File: src/rtl/gqi_pkg.sv
`default_nettype none
package gqi_pkg;

  localparam int unsigned OpW   = 36;
  localparam int unsigned ProdW = 2 * OpW;

  typedef logic [5:0] step_t;
  typedef logic signed [OpW-1:0] op_t;
  typedef logic signed [ProdW-1:0] prod_t;

  // Register indexes of the configuration port.
  localparam logic [1:0] CFG_SPT   = 2'd0;
  localparam logic [1:0] CFG_SCALE = 2'd1;
  localparam logic [1:0] CFG_GAIN  = 2'd2;

  localparam logic [31:0] SPT_RST   = 32'd281474977;
  localparam logic [31:0] SCALE_RST = 32'd4570811;
  localparam logic [15:0] GAIN_RST  = 16'd3277;
  localparam logic signed [31:0] Q_ONE = 32'sd1073741824;

  // Microcode steps, one multiply each.
  localparam step_t ST_HP  = 6'd0;
  localparam step_t ST_RX  = 6'd1;
  localparam step_t ST_RY  = 6'd2;
  localparam step_t ST_RZ  = 6'd3;
  localparam step_t ST_PY0 = 6'd4;
  localparam step_t ST_PY1 = 6'd5;
  localparam step_t ST_PZ0 = 6'd6;
  localparam step_t ST_PZ1 = 6'd7;
  localparam step_t ST_DY  = 6'd8;
  localparam step_t ST_DZ  = 6'd9;
  localparam step_t ST_AX  = 6'd10;
  localparam step_t ST_AY  = 6'd11;
  localparam step_t ST_AZ  = 6'd12;
  localparam step_t ST_W0  = 6'd13;
  localparam step_t ST_W1  = 6'd14;
  localparam step_t ST_W2  = 6'd15;
  localparam step_t ST_X0  = 6'd16;
  localparam step_t ST_X1  = 6'd17;
  localparam step_t ST_X2  = 6'd18;
  localparam step_t ST_Y0  = 6'd19;
  localparam step_t ST_Y1  = 6'd20;
  localparam step_t ST_Y2  = 6'd21;
  localparam step_t ST_Z0  = 6'd22;
  localparam step_t ST_Z1  = 6'd23;
  localparam step_t ST_Z2  = 6'd24;
  localparam step_t ST_N0  = 6'd25;
  localparam step_t ST_N1  = 6'd26;
  localparam step_t ST_N2  = 6'd27;
  localparam step_t ST_N3  = 6'd28;
  localparam step_t ST_T0  = 6'd29;
  localparam step_t ST_U0  = 6'd30;
  localparam step_t ST_R0  = 6'd31;
  localparam step_t ST_T1  = 6'd32;
  localparam step_t ST_U1  = 6'd33;
  localparam step_t ST_R1  = 6'd34;
  localparam step_t ST_QW  = 6'd35;
  localparam step_t ST_QX  = 6'd36;
  localparam step_t ST_QY  = 6'd37;
  localparam step_t ST_QZ  = 6'd38;
  localparam step_t STEP_LAST = ST_QZ;

  typedef struct packed {
    logic  load;
    logic  ident;
    logic  mul;
    logic  wb;
    logic  out_load;
    step_t step;
  } dp_cmd_t;

  function automatic logic signed [31:0] sat32(input prod_t v);
    logic signed [31:0] res;
    if (v > prod_t'(32'sh7FFF_FFFF)) begin
      res = 32'sh7FFF_FFFF;
    end else if (v < -prod_t'(32'sh4000_0000) * 2) begin
      res = 32'sh8000_0000;
    end else begin
      res = v[31:0];
    end
    return res;
  endfunction

endpackage
`default_nettype wire

File: src/rtl/gqi_ctrl.sv
`default_nettype none
module gqi_ctrl (
  input  wire logic            clk,
  input  wire logic            rst_n,
  input  wire logic            in_valid,
  input  wire logic            in_cmd,
  output logic                 in_ready,
  input  wire logic            out_ready,
  output logic                 out_valid,
  output gqi_pkg::dp_cmd_t     cmd
);
  import gqi_pkg::*;

  localparam logic [1:0] S_IDLE = 2'd0;
  localparam logic [1:0] S_MUL  = 2'd1;
  localparam logic [1:0] S_WB   = 2'd2;
  localparam logic [1:0] S_DONE = 2'd3;

  logic [1:0] state_r, state_nxt;
  step_t      step_r, step_nxt;
  logic       out_valid_r, out_valid_nxt;
  logic       accept, emit;

  assign in_ready  = (state_r == S_IDLE);
  assign accept    = in_valid && in_ready;
  assign out_valid = out_valid_r;
  // The finished quaternion moves to the output register once it is free.
  assign emit      = (state_r == S_DONE) && (!out_valid_r || out_ready);

  always_comb begin
    state_nxt     = state_r;
    step_nxt      = step_r;
    out_valid_nxt = out_valid_r;
    if (out_valid_r && out_ready) begin
      out_valid_nxt = 1'b0;
    end
    unique case (state_r)
      S_IDLE: begin
        if (accept) begin
          step_nxt  = ST_HP;
          state_nxt = in_cmd ? S_DONE : S_MUL;
        end
      end
      S_MUL: state_nxt = S_WB;
      S_WB: begin
        if (step_r == STEP_LAST) begin
          state_nxt = S_DONE;
        end else begin
          step_nxt  = step_r + 6'd1;
          state_nxt = S_MUL;
        end
      end
      S_DONE: begin
        if (emit) begin
          out_valid_nxt = 1'b1;
          state_nxt     = S_IDLE;
        end
      end
      default: state_nxt = S_IDLE;
    endcase
  end

  always_ff @(posedge clk) begin
    if (!rst_n) begin
      state_r     <= S_IDLE;
      step_r      <= ST_HP;
      out_valid_r <= 1'b0;
    end else begin
      state_r     <= state_nxt;
      step_r      <= step_nxt;
      out_valid_r <= out_valid_nxt;
    end
  end

  always_comb begin
    cmd          = '0;
    cmd.load     = accept;
    cmd.ident    = accept && in_cmd;
    cmd.mul      = (state_r == S_MUL);
    cmd.wb       = (state_r == S_WB);
    cmd.out_load = emit;
    cmd.step     = step_r;
  end

endmodule
`default_nettype wire

File: config.mk
export PLATFORM = sky130hd
export DESIGN_NAME = gqi_ctrl
export DESIGN_NICKNAME = d
export VERILOG_FILES = /design/src/rtl/gqi_pkg.sv /design/src/rtl/gqi_ctrl.sv
export SDC_FILE = /design/constraint.sdc
export NUM_CORES = 1
export LEC_CHECK = 0
export BUFFER_PORTS_ARGS = -buffer_cell sky130_fd_sc_hd__buf_2
export CAP_MARGIN = 5
export CORE_MARGIN = 8
export CORE_UTILIZATION = 30
export CTS_BUF_LIST = sky130_fd_sc_hd__clkbuf_8
export DETAILED_ROUTE_END_ITERATION = 7
export SLEW_MARGIN = 10
export SYNTH_ARGS = -nofsm -noshare
export SYNTH_HDL_FRONTEND = slang
export SYNTH_SLANG_ARGS = --single-unit
File: constraint.sdc
create_clock -name clk -period 3.3 [get_ports clk]
set_input_delay 0.33 -clock clk [delete_from_list [all_inputs] [get_ports clk]]
set_output_delay 0.33 -clock clk [all_outputs]
set_load 0.02 [all_outputs]
==> flow_results.org, run 1 <==
** Drt
- The routed layout has 493 vias.
- The detail route stage leaves a number of antenna-violating nets equal to 0.
- Number of iterations in the first detailed-routing pass :: 4
- Initial DRC Count :: 12
- Number of vias per cell after detailed routing :: 4.79
- Total wirelength of the detailed-routed design :: 1260 um
- Average wire length per cell after detail routing :: 12.2 um
- DRC Markers :: 0

** Synthesis
- YS warnings :: 0
- Cell area after technology mapping :: 534 sq um
- After synthesis the netlist holds a flip-flop and latch count of 9.
- Dividing the synthesized area by the synthesized cell count gives 8.90 sq um.
- After synthesis, the netlist uses 28 different library cells.
- The cell count after synthesis came out at 60.
- Sequential elements use 33.7% of the synthesized area.
- When the netlist entered floorplanning its net count stood at 67.

** Cells and area
- Compared with the post-synthesis result, the final layout area differs by 26.0%.
- Filler cells :: 175
- The repair_antennas step left the layout with diodes totalling 0.
- In the final layout, the share of cells above drive strength 1 is 30.8%.
- Multi-input combinational cell area :: 307 sq um
- Fin area :: 673 sq um
- Sequential cell area :: 180 sq um
- Final Net Count :: 86

** Critical path
- Kind of critical path :: reg2out
- In this run the number of cells on the critical path is 3.
- Slowest Stage Delay on Critical Path :: 440 ps
- Maximum net fanout on the critical path :: 11
- The largest individual stage delay along the critical path comes from the cell dfxtp_1.
- The endpoint identified for the worst register-to-register timing path is step_r[5].
- RR Startpoint :: step_r[0]
- The critical path goes through nor3b_1 > and2_1 > buf_2.
- Number of cells on the worst reg-to-reg path :: 5
- At the worst endpoint, the required time is 2970 ps.
- STA puts the critical path data arrival time at 1380 ps.
- The worst register-to-register path has a setup slack of 1800 ps.
- Broken down by cell family, the worst path's largest delay share belongs to simple AND/OR/NAND/NOR gates.
- STA classifies the critical path endpoint as a primary output.
- The number of buffers and inverters on the critical path is 1.
- STA classifies the critical path startpoint as a register.

** Global route
- GR Layer Usage met1 :: 9.82%
- Global routing consumed, on the met2 layer, 11.0% of the routing resources.
- Gr busiest metal :: met2
- GR Util All Layers :: 8.30%
- Vias in the first global route :: 456
- The initial antenna violation count is 0.
- Grt met3 use :: 4.19%
- Global-route wire length before repair :: 2130 um
- Entering global routing, the biggest net connects 12 pins.
- Overflow left after global routing :: 0

** Min path
- Type of the most critical hold path :: in2reg
- Counting instances, the worst hold path has a depth of 4.
- The worst hold path terminates at state_r[0].
- In this run the most critical hold path is launched from out_ready.

** CTS
- Maximum level of the CTS H-tree :: 1
- Skew-Pair Late Insertion Delay :: 230 ps
- The cell sitting at the root of the clock tree is a clkbuf_8.
- Post-CTS Hold Fix Bufs :: 0
- The longest clock path from root to sink contains 2 buffers.
- Buffer count from post-CTS setup fixing :: 0
- TritonCTS built the clock tree.
- The clock drives 9 sinks.
- Number of resized instances in the post-cts repair step :: 0
- Clock Pin Slew Worst Setup and Hold Paths :: 50 ps
- Number of buffers created by CTS :: 3

** Placement
- During placement, the flow inserted port buffers numbering 17.
- DPL Wire Length :: 974 um
- The congestion estimate from routability-driven global placement came to 0.751.
- Cell area after placement :: 628 sq um

** Timing
- Headroom to the max-slew limit :: 69.9%
- RSZ-0062 raised after global routing :: false
- Number of setup violations in the final report :: 0
- Worst-margin pin slew :: 450 ps
- Worst Clk Skew :: 0.510 ps
- The final number of hold-violating endpoints is 0.
- Crit path time final :: 1710 ps
- Final period util :: 51.8%
- Static timing analysis puts the maximum clock frequency at 585 MHz.
- Total Negative Setup Slacks :: 0 ps
- Pins Over Slew Limit :: 0

** Floorplan
- Initial Utilization :: 31.3%
- From bottom edge to top edge, the die measures 58.2 um.
- Die width :: 58.2 um
- The core region is 1710 sq um.
- The floorplan has 15 rows.
- Area of the die :: 3390 sq um
- # IOs :: 18

** Run
- The tool flagged a number of max-cap violations equal to 0.

** Power
- Power spread over the standard cell area amounts to 428 nW/um^2.
- For this design the static power due to leakage is 0.297 nW.
- Worst IR drop on VDD :: 0.000189 V

** Status
- Run status :: completed
-- worst reg2reg max path, stage by stage, from the launching register on --
cell      delay (ps)
dfxtp_1          370
inv_1             80
ha_1             190
and3b_1          210
a41oi_2          330
o221ai_1         180
-- area by class of cell --
class	instances	area share, %
clock buffer	3	6.13
clock inverter	1	0.558
inverter	6	3.72
multi-input combinational	42	45.5
sequential	9	26.8
tap	25	4.65
timing repair buffer	17	12.6
-- cells in the final DEF, fill, tap and decap left out, types with 2 or more instances in the layout --
master | Yosys | layout
buf_2 | 0 | 17
or3_1 | 2 | 2
clkbuf_8 | 0 | 3
and2_1 | 2 | 2
a21oi_1 | 3 | 3
dfxtp_1 | 9 | 9
nor2b_1 | 2 | 2
ha_1 | 2 | 2
mux2i_1 | 2 | 2
nand3_1 | 3 | 3
inv_1 | 5 | 6
o21a_1 | 2 | 2
nand2_1 | 5 | 5
nor2_1 | 3 | 3
a211oi_1 | 3 | 3
-- stage by stage --
step	setup WS [ps]	total power [mW]	instances	utilization, %	hold slack [ps]
after floorplan	1790	0.152	60	-	448
after global placement	1820	0.164	99	36.8	489
after detailed placement	1790	0.164	99	36.8	501
after CTS	1540	0.293	103	39.4	386
after global routing	1460	0.303	103	39.4	422
final	1590	0.288	103	39.4	383
-- routing by layer --
layer	routed length, um	vias up
li1	-	253
met1	599	219
met5	0	-
met3	111	4
met2	527	17
met4	19	0
-- how the worst max path moves through the flow --
stage	from	end	slack, ps
3_5_place_dp	state_r[1]	cmd[9]	1790
2_1_floorplan	step_r[0]	step_r[5]	1790
6_report	state_r[1]	cmd[9]	1590
4_1_cts	state_r[1]	cmd[9]	1540
5_1_grt	state_r[1]	cmd[9]	1460
3_3_place_gp	state_r[1]	cmd[9]	1820
-- cells by family (layout without fill, tap and decap cells) --
family	Yosys count	after routing	share of synthesized area, %
AOI/OAI and AO/OA	15	15	23.9
buffers and inverters	9	27	8.90
muxes	2	2	3.75
adders and majority gates	2	2	4.68
and+or+nand+nor	23	23	25.1
DFF	9	9	33.7
-- flip-flops by register name (all words and copies together), names as in the netlist --
signal and flops:
out_valid 1, state_r 2, step_r 6
-- cells in the mapped netlist --
master,count,area [sq um]
nand4_1,1,6.26
ha_1,2,25.0
mux2i_1,2,20.0
o21bai_4,1,18.8
and3_1,1,6.26
or3_1,2,12.5
a31oi_1,1,6.26
a21oi_1,3,15.0
a311o_1,1,10.0
buf_4,3,22.5
a211oi_1,3,22.5
o21ai_0,1,5.00
nand2_1,5,18.8
o21a_1,2,15.0
inv_1,5,18.8
nor4b_1,1,8.76
nand3_1,3,15.0
and2_1,2,12.5
nor2b_1,2,12.5
dfxtp_1,9,180
nor3b_1,1,7.51
a41oi_2,1,16.3
o311a_1,1,10.0
o221ai_1,1,8.76
and3b_1,1,8.76
inv_4,1,6.26
nand2b_4,1,13.8
nor2_1,3,11.3
-- where the power goes --
group	internal (mW)	switching (mW)
logic	0.0174	0.0256
clock network	0.0812	0.0456
registers	0.112	0.00610
No activity file was read; power rests on OpenSTA's default activity.
==> run 2: changes to the inputs <==
Clock period 3.3 ns to 1.5 ns, I/O delays scaled along.
==> flow_results.org, run 2 (synthesized netlist as in run 1, its figures left out) <==
** Status
- The flow ran to the end, and the final reports show no timing, DRC or antenna violations.

** Placement
- Once placement finished, the instance area stood at 629 sq um.
- Number of buffers added on ports :: 17
- Placer congestion estimate :: 0.849
- DPL Wire Length :: 991 um

** Drt
- The routed layout has 510 vias.
- DRC Markers :: 0
- After detailed routing, the wire length on met1 is 533 um.
- Top routing layer used :: met4
- Number of iterations in the first detailed-routing pass :: 4
- Number of vias per cell after detailed routing :: 4.95
- For this block, the initial DRC count from the detailed router was 11.
- Total wirelength of the detailed-routed design :: 1280 um
- Met2 routed wirelength :: 590 um
- The count of nets left with antenna violations once routing finished came out at 0.
- Routed wl met3 :: 119 um
- In the final routed layout, each cell accounts on average for 12.4 um.

** Timing
- Number of setup violations in the final report :: 0
- Number of hold violations in the final report :: 0
- Headroom to the max-slew limit :: 80.9%
- RSZ-0062 raised after global routing :: false
- Worst Clk Skew :: 0.537 ps
- The routed design could run at a clock period as short as 1410 ps.
- Timing-limited maximum frequency :: 709 MHz
- The max-slew violation total from the final report is 0.
- For the pin with the worst max-slew slack, the measured transition is 282 ps.
- After routing, the total negative slack on setup checks comes to 0 ps.
- Final period util :: 94.0%

** Power
- Clock Power Share :: 43.4%
- In this run the static leakage power is 0.301 nW.
- Of the total power, combinational logic draws 15.4%.
- The internal portion of the total power is 467 uW.
- Worst IR drop on VDD :: 0.000507 V
- In this run the power density over the cells is 922 nW/um^2.
- Power share of the sequential group :: 41.2%
- Overall power consumption after layout is estimated at 638 uW.
- In this run the power spent charging and discharging nets is 171 uW.
- Switching share of power :: 26.8%

** Cells and area
- Ant diodes :: 0
- In the layout the commonest cells are buf_2, dfxtp_1, inv_1.
- Area added between synthesis and finish :: 29.5%
- Fin area :: 692 sq um
- More flip-flops sit in one register than any other, and that register is step_r.
- Most common cell after layout, fill and taps aside :: buf_2
- After the last flow step, the layout net total stands at 86.
- The register with the most flip-flops in the layout has 6 of them.
- In the final layout, the share of cells above drive strength 1 is 34.6%.

** CTS
- Buffer count from post-CTS setup fixing :: 0
- CTS tree :: built
- Number of clock sinks seen by CTS :: 9
- Skew-Pair Late Insertion Delay :: 230 ps
- In this run the clock root is driven by a clkbuf_8.
- Post-CTS Hold Fix Bufs :: 0
- In this run the number of H-tree levels came out at 1.
- Number of resized instances in the post-cts repair step :: 1
- Number of buffers on the longest clock path :: 2
- Number of buffers created by CTS :: 3
- Clock-pin slew was measured on the worst setup and hold paths at 40 ps.

** Global route
- Entering global routing, the biggest net connects 12 pins.
- For this run the aggregate overflow at the end of global routing stands at 0.
- The initial antenna violation count came to 0.
- The via count of the first global-routing pass came to 467.
- Global-route wire length before repair :: 2020 um
- Global routing used 7.80% of the available tracks.

** Critical path
- Maximum net fanout on the critical path :: 5
- For the worst setup path, the data required time is 1610 ps.
- Kind of critical path :: reg2reg
- At the worst endpoint, the arrival time is 1520 ps.
- The worst setup path is captured at a register.
- Element type at the critical path start :: register

** Floorplan
- In this run the core area contains 15 standard-cell rows.
- Height of the die :: 58.2 um
- Initial Utilization :: 31.3%
- # IOs :: 18
- The die covers 3390 sq um.
- Core box area :: 1710 sq um
- In this run the horizontal extent of the chip is 58.2 um.

** Run
- The tool flagged a number of max-cap violations equal to 0.

** Min path
- The path class of the tightest hold or removal check is in2reg.
run 2: cell counts in the layout (fill, tap and decap cells not counted):
Identical to the previous run, type by type.
run 2: worst max-delay path: stages (launching register included):
cell and delay (ps):
dfxtp_2 350, inv_1 60, ha_1 190, and3b_1 220
a41oi_4 310, o221ai_1 160
run 2: final timing paths:
check	cells after the start	to	slack, ps	startpoint
setup / recovery	5	step_r[5]	90	step_r[0]
hold / removal	4	state_r[0]	220	out_ready
setup reg to reg	5	step_r[5]	90	step_r[0]
hold reg to reg	2	step_r[0]	480	step_r[0]
run 2: cell type report:
cell class / instances / area [sq um]
Clock buffer: 3 / 41.3
Clock inverter: 1 / 3.75
Fill cell: 176 / 1020
Inverter: 6 / 25.0
Multi-Input combinational cell: 42 / 323
Sequential cell: 9 / 183
Tap cell: 25 / 31.3
Timing Repair Buffer: 17 / 85.1
run 2: per-stage QoR:
step	setup slack (ps)	instances	util, %	hold slack (ps)
floorplan	91.7	60	-	268
detailed placement	75.7	99	36.8	456
CTS	45.6	103	39.8	214
global route	28.7	103	40.5	221
finish	90.0	103	40.5	217
global placement	108	99	36.8	448
run 2: layer usage:
metal,vias to the layer above,track usage [%]
met3,5,3.53
met5,-,0
met4,0,6.29
li1,251,-
met2,20,11.1
met1,234,8.68
run 2: power groups by stage:
| stage | registers [mW] | logic (mW) | clock network, mW |
|---|---|---|---|
| 2_1_floorplan | 0.260 | 0.0741 | 0 |
| 3_3_place_gp | 0.265 | 0.0954 | 0 |
| 3_5_place_dp | 0.265 | 0.0959 | 0 |
| 4_1_cts | 0.262 | 0.0971 | 0.279 |
| 5_1_grt | 0.264 | 0.106 | 0.295 |
| 6_report | 0.263 | 0.0983 | 0.277 |
